File: config.mk
export PLATFORM = sky130hd
export DESIGN_NAME = event_adaptive_lowpass_filter_core_flat
export DESIGN_NICKNAME = d
export VERILOG_FILES = /design/src/design/elp_pkg.sv /design/src/design/elp_if.sv /design/src/design/event_adaptive_lowpass_filter_core.sv /design/src/flat_wrapper.sv
export SDC_FILE = /design/constraint.sdc
export NUM_CORES = 2
export LEC_CHECK = 0
export ABC_AREA = 1
export BUFFER_PORTS_ARGS = -buffer_cell sky130_fd_sc_hd__buf_2
export CAP_MARGIN = 40
export CORE_UTILIZATION = 35
export DETAILED_ROUTE_END_ITERATION = 6
export GPL_TIMING_DRIVEN = 0
export PLACE_DENSITY = 0.46
export REMOVE_ABC_BUFFERS = 1
export SKIP_LAST_GASP = 1
export SYNTH_ARGS = -nofsm -noshare
export SYNTH_HDL_FRONTEND = slang
export SYNTH_SLANG_ARGS = --single-unit
File: constraint.sdc
create_clock -name clk -period 28.9 [get_ports clk]
set_input_delay 2.89 -clock clk [delete_from_list [all_inputs] [get_ports clk]]
set_output_delay 2.89 -clock clk [all_outputs]
set_load 0.05 [all_outputs]
File: src/design/elp_pkg.sv
// Shared constants and register codes for the adaptive low-pass filter.
`default_nettype none

package elp_pkg;

	localparam int SAMPLE_WIDTH_DEF = 16;
	localparam int REG_WIDTH        = 16;
	localparam int REG_IDX_WIDTH    = 2;
	localparam int FRAC_BITS        = 16;
	localparam int ALPHA_FRAC       = 15;

	localparam logic [REG_IDX_WIDTH-1:0] REG_ALPHA_NORMAL   = 2'd0;
	localparam logic [REG_IDX_WIDTH-1:0] REG_ALPHA_EVENT    = 2'd1;
	localparam logic [REG_IDX_WIDTH-1:0] REG_DIFF_THRESHOLD = 2'd2;
	localparam logic [REG_IDX_WIDTH-1:0] REG_DECAY_SAMPLES  = 2'd3;

	localparam logic [REG_WIDTH-1:0] ALPHA_NORMAL_RST   = 16'd4096;
	localparam logic [REG_WIDTH-1:0] ALPHA_EVENT_RST    = 16'd16384;
	localparam logic [REG_WIDTH-1:0] DIFF_THRESHOLD_RST = 16'd1000;
	localparam logic [REG_WIDTH-1:0] DECAY_SAMPLES_RST  = 16'd100;

	localparam logic [REG_WIDTH-1:0] ALPHA_ONE = 16'd32768;
	localparam logic [REG_WIDTH-1:0] TIMER_MAX = 16'hFFFF;

	localparam logic CMD_FILTER  = 1'b0;
	localparam logic CMD_TRIGGER = 1'b1;

endpackage

`default_nettype wire

File: src/design/elp_if.sv
// Valid/ready channel interfaces for samples in and filtered results out.
`default_nettype none

interface elp_in_if #(
	parameter int W = 16
);
	logic                valid;
	logic                ready;
	logic                command;
	logic signed [W-1:0] sample;

	modport source (output valid, output command, output sample, input ready);
	modport sink   (input valid, input command, input sample, output ready);
endinterface

interface elp_out_if #(
	parameter int W = 16
);
	logic                valid;
	logic                ready;
	logic signed [W-1:0] filtered;
	logic                in_event;

	modport source (output valid, output filtered, output in_event, input ready);
	modport sink   (input valid, input filtered, input in_event, output ready);
endinterface

`default_nettype wire

File: src/design/event_adaptive_lowpass_filter_core.sv
// Adaptive one-pole low-pass filter: input stage, filter update and result register.
//
// Usage:
//   sample_ch carries transactions of {command, sample}. command = filter runs one
//   filter step and produces one transaction on result_ch {filtered, in_event};
//   command = trigger forces event mode, restarts the decay timer and produces nothing.
//   wr_en/wr_index/wr_data write the four 16-bit registers (alpha_normal,
//   alpha_event, diff_threshold, decay_samples); write only while the block is idle.
// Path: a sample accepted into the input stage has its result loaded into the result
//   register when that stage advances; result_ch can take it from there.
// Throughput: one transaction per cycle unless stalled as below. The filter state
//   feeds back through an alpha-by-difference multiply and add, which sets this rate.
// Stall: while the result register is full and result_ch.ready is low, a filter
//   command waits in the input stage and sample_ch.ready drops; a trigger in the
//   input stage still completes since it needs no result slot.
// Reset: arst_n clears the filter state, event mode, timer, last sample and both
//   stage valids, and loads the register defaults.
`default_nettype none

module event_adaptive_lowpass_filter_core
	import elp_pkg::*;
#(
	parameter int SAMPLE_WIDTH = SAMPLE_WIDTH_DEF
) (
	input  wire logic                     clk,
	input  wire logic                     arst_n,
	elp_in_if.sink                        sample_ch,
	elp_out_if.source                     result_ch,
	input  wire logic                     wr_en,
	input  wire logic [REG_IDX_WIDTH-1:0] wr_index,
	input  wire logic [REG_WIDTH-1:0]     wr_data
);

	localparam int SW = SAMPLE_WIDTH;
	localparam int YW = SW + FRAC_BITS + 1;   // filter state, Q(SW).16 with headroom
	localparam int DW = YW + 1;               // target minus state
	localparam int PW = DW + REG_WIDTH + 1;   // alpha times difference
	localparam int RW = YW + 1 - FRAC_BITS;   // rounded output before saturation

	localparam logic signed [PW-1:0] STEP_RND = PW'(1) <<< (ALPHA_FRAC - 1);
	localparam logic signed [YW:0]   OUT_RND  = (YW + 1)'(1) <<< (FRAC_BITS - 1);

	// configuration
	logic [REG_WIDTH-1:0] alpha_normal_q, alpha_event_q, diff_threshold_q, decay_samples_q;

	always_ff @(posedge clk or negedge arst_n) begin
		if (!arst_n) begin
			alpha_normal_q   <= ALPHA_NORMAL_RST;
			alpha_event_q    <= ALPHA_EVENT_RST;
			diff_threshold_q <= DIFF_THRESHOLD_RST;
			decay_samples_q  <= DECAY_SAMPLES_RST;
		end else if (wr_en) begin
			unique case (wr_index)
				REG_ALPHA_NORMAL:   alpha_normal_q   <= wr_data;
				REG_ALPHA_EVENT:    alpha_event_q    <= wr_data;
				REG_DIFF_THRESHOLD: diff_threshold_q <= wr_data;
				REG_DECAY_SAMPLES:  decay_samples_q  <= wr_data;
				default: ;
			endcase
		end
	end

	// input stage
	logic                 valid_s1;
	logic                 cmd_s1;
	logic signed [SW-1:0] sample_s1;
	logic                 out_valid_q;
	logic                 adv_s1;
	logic                 take_in;

	assign adv_s1 = valid_s1 && (cmd_s1 == CMD_TRIGGER || !out_valid_q || result_ch.ready);
	assign sample_ch.ready = !valid_s1 || adv_s1;
	assign take_in = sample_ch.valid && sample_ch.ready;

	always_ff @(posedge clk or negedge arst_n) begin
		if (!arst_n) begin
			valid_s1 <= 1'b0;
		end else if (sample_ch.ready) begin
			valid_s1 <= sample_ch.valid;
		end
	end

	always_ff @(posedge clk) begin
		if (take_in) begin
			cmd_s1    <= sample_ch.command;
			sample_s1 <= sample_ch.sample;
		end
	end

	// filter state
	logic                 event_q;
	logic [REG_WIDTH-1:0] timer_q;
	logic signed [SW-1:0] last_q;
	logic signed [YW-1:0] y_q;

	// event detection
	logic signed [SW:0]   diff;
	logic [SW:0]          mag;
	logic                 hit;
	logic                 ev0, ev1;
	logic [REG_WIDTH-1:0] tmr0, tmr1;

	assign diff = {sample_s1[SW-1], sample_s1} - {last_q[SW-1], last_q};
	assign mag  = diff[SW] ? -diff : diff;
	assign hit  = ({{REG_WIDTH{1'b0}}, mag} > {{(SW + 1){1'b0}}, diff_threshold_q}) && !event_q;
	assign ev0  = event_q || hit;
	assign tmr0 = hit ? '0 : timer_q;

	always_comb begin
		tmr1 = tmr0;
		ev1  = ev0;
		if (ev0) begin
			if (tmr0 != TIMER_MAX)
				tmr1 = tmr0 + 1'b1;
			if (tmr1 >= decay_samples_q)
				ev1 = 1'b0;
		end
	end

	// filter update
	logic [REG_WIDTH-1:0]    alpha_sel, alpha_c;
	logic signed [REG_WIDTH:0] alpha_s;
	logic signed [DW-1:0]    x_fix, y_ext, d;
	logic signed [PW-1:0]    prod, step;
	logic signed [YW-1:0]    y_next;
	logic signed [YW:0]      y_rnd;
	logic signed [RW-1:0]    r;
	logic signed [SW-1:0]    r_sat;

	assign alpha_sel = ev1 ? alpha_event_q : alpha_normal_q;
	assign alpha_c   = (alpha_sel > ALPHA_ONE) ? ALPHA_ONE : alpha_sel;
	assign alpha_s   = {1'b0, alpha_c};

	assign x_fix  = {{(DW - SW - FRAC_BITS){sample_s1[SW-1]}}, sample_s1, {FRAC_BITS{1'b0}}};
	assign y_ext  = {y_q[YW-1], y_q};
	assign d      = x_fix - y_ext;
	assign prod   = alpha_s * d;
	assign step   = (prod + STEP_RND) >>> ALPHA_FRAC;
	assign y_next = y_q + step[YW-1:0];

	assign y_rnd = ({y_next[YW-1], y_next} + OUT_RND) >>> FRAC_BITS;
	assign r     = y_rnd[RW-1:0];

	always_comb begin
		if (r[RW-1:SW-1] == '0 || r[RW-1:SW-1] == '1)
			r_sat = r[SW-1:0];
		else if (r[RW-1])
			r_sat = {1'b1, {(SW - 1){1'b0}}};
		else
			r_sat = {1'b0, {(SW - 1){1'b1}}};
	end

	always_ff @(posedge clk or negedge arst_n) begin
		if (!arst_n) begin
			event_q <= 1'b0;
			timer_q <= '0;
			last_q  <= '0;
			y_q     <= '0;
		end else if (adv_s1) begin
			if (cmd_s1 == CMD_TRIGGER) begin
				event_q <= 1'b1;
				timer_q <= '0;
			end else begin
				event_q <= ev1;
				timer_q <= tmr1;
				last_q  <= sample_s1;
				y_q     <= y_next;
			end
		end
	end

	// result register
	logic signed [SW-1:0] res_filtered_q;
	logic                 res_event_q;
	logic                 load_out;

	assign load_out = adv_s1 && cmd_s1 == CMD_FILTER;

	always_ff @(posedge clk or negedge arst_n) begin
		if (!arst_n) begin
			out_valid_q <= 1'b0;
		end else if (load_out) begin
			out_valid_q <= 1'b1;
		end else if (result_ch.ready) begin
			out_valid_q <= 1'b0;
		end
	end

	always_ff @(posedge clk) begin
		if (load_out) begin
			res_filtered_q <= r_sat;
			res_event_q    <= ev1;
		end
	end

	assign result_ch.valid    = out_valid_q;
	assign result_ch.filtered = res_filtered_q;
	assign result_ch.in_event = res_event_q;

	// checks
	a_trigger_sets_event: assert property (@(posedge clk) disable iff (!arst_n)
		adv_s1 && cmd_s1 == CMD_TRIGGER |=> event_q && timer_q == '0)
		else $error("trigger did not enter event mode with a cleared timer");

	a_state_holds: assert property (@(posedge clk) disable iff (!arst_n)
		!adv_s1 |=> $stable(event_q) && $stable(timer_q) && $stable(y_q) && $stable(last_q))
		else $error("filter state changed without a transaction");

	a_result_matches_mode: assert property (@(posedge clk) disable iff (!arst_n)
		load_out |=> out_valid_q && res_event_q == event_q)
		else $error("result event flag differs from event state");

	a_no_overwrite: assert property (@(posedge clk) disable iff (!arst_n)
		valid_s1 && cmd_s1 == CMD_FILTER && out_valid_q && !result_ch.ready
		|-> !sample_ch.ready && !adv_s1)
		else $error("pending result would be overwritten");

endmodule

`default_nettype wire

File: src/flat_wrapper.sv
// flat-port wrapper written by rule: the top's interface ports become plain ports
module event_adaptive_lowpass_filter_core_flat import elp_pkg::*;
#(
	parameter int SAMPLE_WIDTH = SAMPLE_WIDTH_DEF
)
  (clk, arst_n, wr_en, wr_index, wr_data, sample_ch_valid, sample_ch_command, sample_ch_sample, sample_ch_ready, result_ch_valid, result_ch_filtered, result_ch_in_event, result_ch_ready);
  elp_in_if #(.W((SAMPLE_WIDTH_DEF))) sample_ch_i ();
  elp_out_if #(.W((SAMPLE_WIDTH_DEF))) result_ch_i ();
  input  wire logic clk;
  input  wire logic arst_n;
  input  wire logic wr_en;
  input  wire logic [REG_IDX_WIDTH-1:0] wr_index;
  input  wire logic [REG_WIDTH-1:0] wr_data;
  input wire logic [$bits(sample_ch_i.valid)-1:0] sample_ch_valid;
  input wire logic [$bits(sample_ch_i.command)-1:0] sample_ch_command;
  input wire logic [$bits(sample_ch_i.sample)-1:0] sample_ch_sample;
  output wire logic [$bits(sample_ch_i.ready)-1:0] sample_ch_ready;
  output wire logic [$bits(result_ch_i.valid)-1:0] result_ch_valid;
  output wire logic [$bits(result_ch_i.filtered)-1:0] result_ch_filtered;
  output wire logic [$bits(result_ch_i.in_event)-1:0] result_ch_in_event;
  input wire logic [$bits(result_ch_i.ready)-1:0] result_ch_ready;
  assign sample_ch_i.valid = sample_ch_valid;
  assign sample_ch_i.command = sample_ch_command;
  assign sample_ch_i.sample = sample_ch_sample;
  assign sample_ch_ready = sample_ch_i.ready;
  assign result_ch_valid = result_ch_i.valid;
  assign result_ch_filtered = result_ch_i.filtered;
  assign result_ch_in_event = result_ch_i.in_event;
  assign result_ch_i.ready = result_ch_ready;
  event_adaptive_lowpass_filter_core #(.SAMPLE_WIDTH(SAMPLE_WIDTH)) u_core (.clk(clk), .arst_n(arst_n), .sample_ch(sample_ch_i), .result_ch(result_ch_i), .wr_en(wr_en), .wr_index(wr_index), .wr_data(wr_data));
endmodule
==> flow_summary.yaml <==
global_route:
  use_met2_pct: 34.7
  groute.layer.met3.usage_pct: 2.95
  grt_usage_pct: 21.4
  grt_first_pass_wirelength_mm: 147
  grt_max_degree: 80
  grt_pass1_vias: 25500
  gr-usage-met1_pct: 30.5
  overflow: 0
  top_usage_layer: "met2"
  grt_antenna_before_repair: 1
hold_path:
  min_to: "u_core.alpha_event_q[5]"
  hold_class: "reg2reg"
  worstHoldStart: "u_core.alpha_event_q[5]"
  min_path_cells: 2
yosys:
  synth_edf_count: 34
  ys_ff_latch: 166
  netlist-cell-type-count: 57
  yosysSeqAreaShare_pct: 14.1
  synth_cells: 3964
  synth_top_family_by_area: "adder cells"
  synthAdderAreaFrac_pct: 42.3
  syn_area_mm2: 0.0307
  synth_area_leaders: "fa_1 32%, inv_1 11%, ha_1 9.9%"
  syn_avg_cell_area_um2: 7.75
  yosysTopAreaCell: "fa_1"
  synthSimpleGateAreaFrac_pct: 18.9
  ys_async_sr_fraction_pct: 79.5
  ys.flop_type: "dfrtp_1"
  synth_top_area_share_pct: 32.5
  yosysWarnings: 0
  synthTopCellsByCount: "941 x inv_1, 737 x nand2_1, 498 x fa_1"
  synth_most_common_cell: "inv_1"
  synthMuxAreaShare_pct: 0.0367
  synth_compound_area_share_pct: 7.42
  synth-xor-area-share_pct: 3.93
place:
  hpwl_mm: 74.8
  port_buffers: 58
  gp_congestion: 0.864
  dp_slack_ns: 8.98
  dp.cells: 5120
clock_tree:
  cts_root_buffer: "clkbuf_16"
  clock_path_buffers: 2
  clkSlewWorstSetupHoldPaths_ns: 0.07
  cts_tree: "yes"
  cts_sinks: 166
  cts_resized: 0
  hold_buffers: 0
  h-tree-depth: 4
  post_cts_buffers: 0
  cts_made_buffers: 17
  clk-insertion-delay-late_ns: 0.46
die:
  initial_core_util_pct: 35.4
  die_area_mm2: 0.0890
  coreArea_mm2: 0.0869
  ioPinCount: 59
  die_y_um: 298
  rows: 108
  die_w_um: 298
critical_path:
  cp.required_ns: 29.09
  reg2reg_slack_ns: 8.92
  cp-end-kind: "flop"
  timing.rr.start: "u_core.sample_s1[0]"
  cp-start-kind: "flop"
  crit_fanout: 26
  cp_slowest_cell: "nor2_2"
  critical_path_class: "reg2reg"
  cp.arrival_ns: 20.17
  slowest_delay_ns: 0.71
  rr_endpoint: "u_core.result_ch.filtered[1]"
  crit_path_frequent_cell: "nand2_1"
  reg2regPathDepth: 99
layout:
  diodes: 0
  fin_util_pct: 38.2
  fill_cells: 9242
  layout.cells.non_filler: 5154
  nNetsFinal: 4767
  syn_to_final_growth_pct: 8.16
  final_layout_size_suffix_gt1_share_pct: 5.45
drt:
  drt.antenna.violating_nets: 0
  dr.pass1.iters: 5
  drc: 0
  via_count: 24400
  post_drt_wl_per_cell_um: 17.7
  drtIter0Drc: 1323
  totalWireLength_mm: 91.3
  via_per_inst: 4.73
timing:
  hold_violations: 0
  rsz0062_at_grt: "no"
  timing.fmax_mhz: 50.1
  tns_ns: 0
  min_period_ns: 19.98
  slew_headroom_pct: 39.1
  fin_crit_sh_pct: 69.1
  slew_viol_final: 0
  worst_pin_slew_ns: 0.913
  finalClockSkew_ns: 0.0181
  setup_slack_ns: 8.92
  finalSetupViolCount: 0
outcome:
  status: "finished, final reports clean"
job:
  max_cap_viol_count: 0
worst max-delay path by stage:
stage / startpoint / to / slack [ns]
floorplan: u_core.last_q[0] / u_core.result_ch.filtered[0] / 13.35
global placement: u_core.sample_s1[0] / u_core.result_ch.filtered[4] / 7.73
CTS: u_core.sample_s1[0] / u_core.result_ch.filtered[1] / 8.88
finish: u_core.sample_s1[0] / u_core.result_ch.filtered[1] / 8.92
global route: u_core.sample_s1[0] / u_core.result_ch.filtered[1] / 6.93
detailed placement: u_core.sample_s1[0] / u_core.result_ch.filtered[3] / 8.98
registers in the layout (all words and copies together), names as in the netlist, 16 cells and up:
signal and count:
u_core.sample_s1 16, u_core.alpha_event_q 16, u_core.last_q 16, u_core.alpha_normal_q 16, u_core.decay_samples_q 16, u_core.timer_q 16, u_core.y_q 33, u_core.result_ch.filtered 16
u_core.diff_threshold_q 16
cells by family after synthesis:
logic type | count (synthesis)
AO/OA/AOI/OAI | 416
XOR/XNOR | 138
adder cells (fa/ha/maj) | 741
buffers and inverters | 1068
flip-flops | 166
multiplexers | 1
AND/OR/NAND/NOR | 1434
metal layers:
layer  vias to the layer above  wire (um)
li1                      11900          -
met1                     11900      44000
met2                       483      42100
met3                        62       4000
met4                         0       1280
met5                         -          0
through the flow:
step           hold slack [ns]  area, um^2
6_report                 0.484       33200
5_1_grt                  0.504       33200
4_1_cts                  0.484       33200
3_5_place_dp             0.465       32700
3_3_place_gp             0.458       32000
2_1_floorplan            0.444       30300
worst max-delay path: cells and delay by family (launching register included):
family	cells	cell delay, ns
AOI/OAI and AO/OA	11	2.51
xor gates and xnor gates	3	0.88
adders and majority gates	13	5.09
buffers and inverters	12	1.77
DFF	1	0.44
muxes	1	0.54
and+or+nand+nor	59	8.43
layout make-up:
class | count | area, um^2 | share of cell area (%)
Multi-Input combinational cell | 2730 | 22400 | 67.3
Sequential cell | 166 | 4340 | 13.1
Inverter | 969 | 3640 | 11.0
Tap cell | 1155 | 1450 | 4.35
Timing Repair Buffer | 102 | 925 | 2.78
Clock buffer | 19 | 433 | 1.30
Clock inverter | 13 | 96.3 | 0.290
cells in the final DEF, fill, tap and decap left out, types with 31 or more instances in the layout:
cell type	instances
a21oi_1	148
buf_2	57
dfrtp_1	121
edfxtp_1	34
fa_1	498
ha_1	243
inv_1	935
nand2_1	735
nand2_2	31
nand3_1	89
nor2_1	488
o21ai_0	184
xnor2_1	43
xor2_1	91
Power is not shown: default switching activity piles up to over one toggle a cycle in this logic, so the estimate is an artifact.
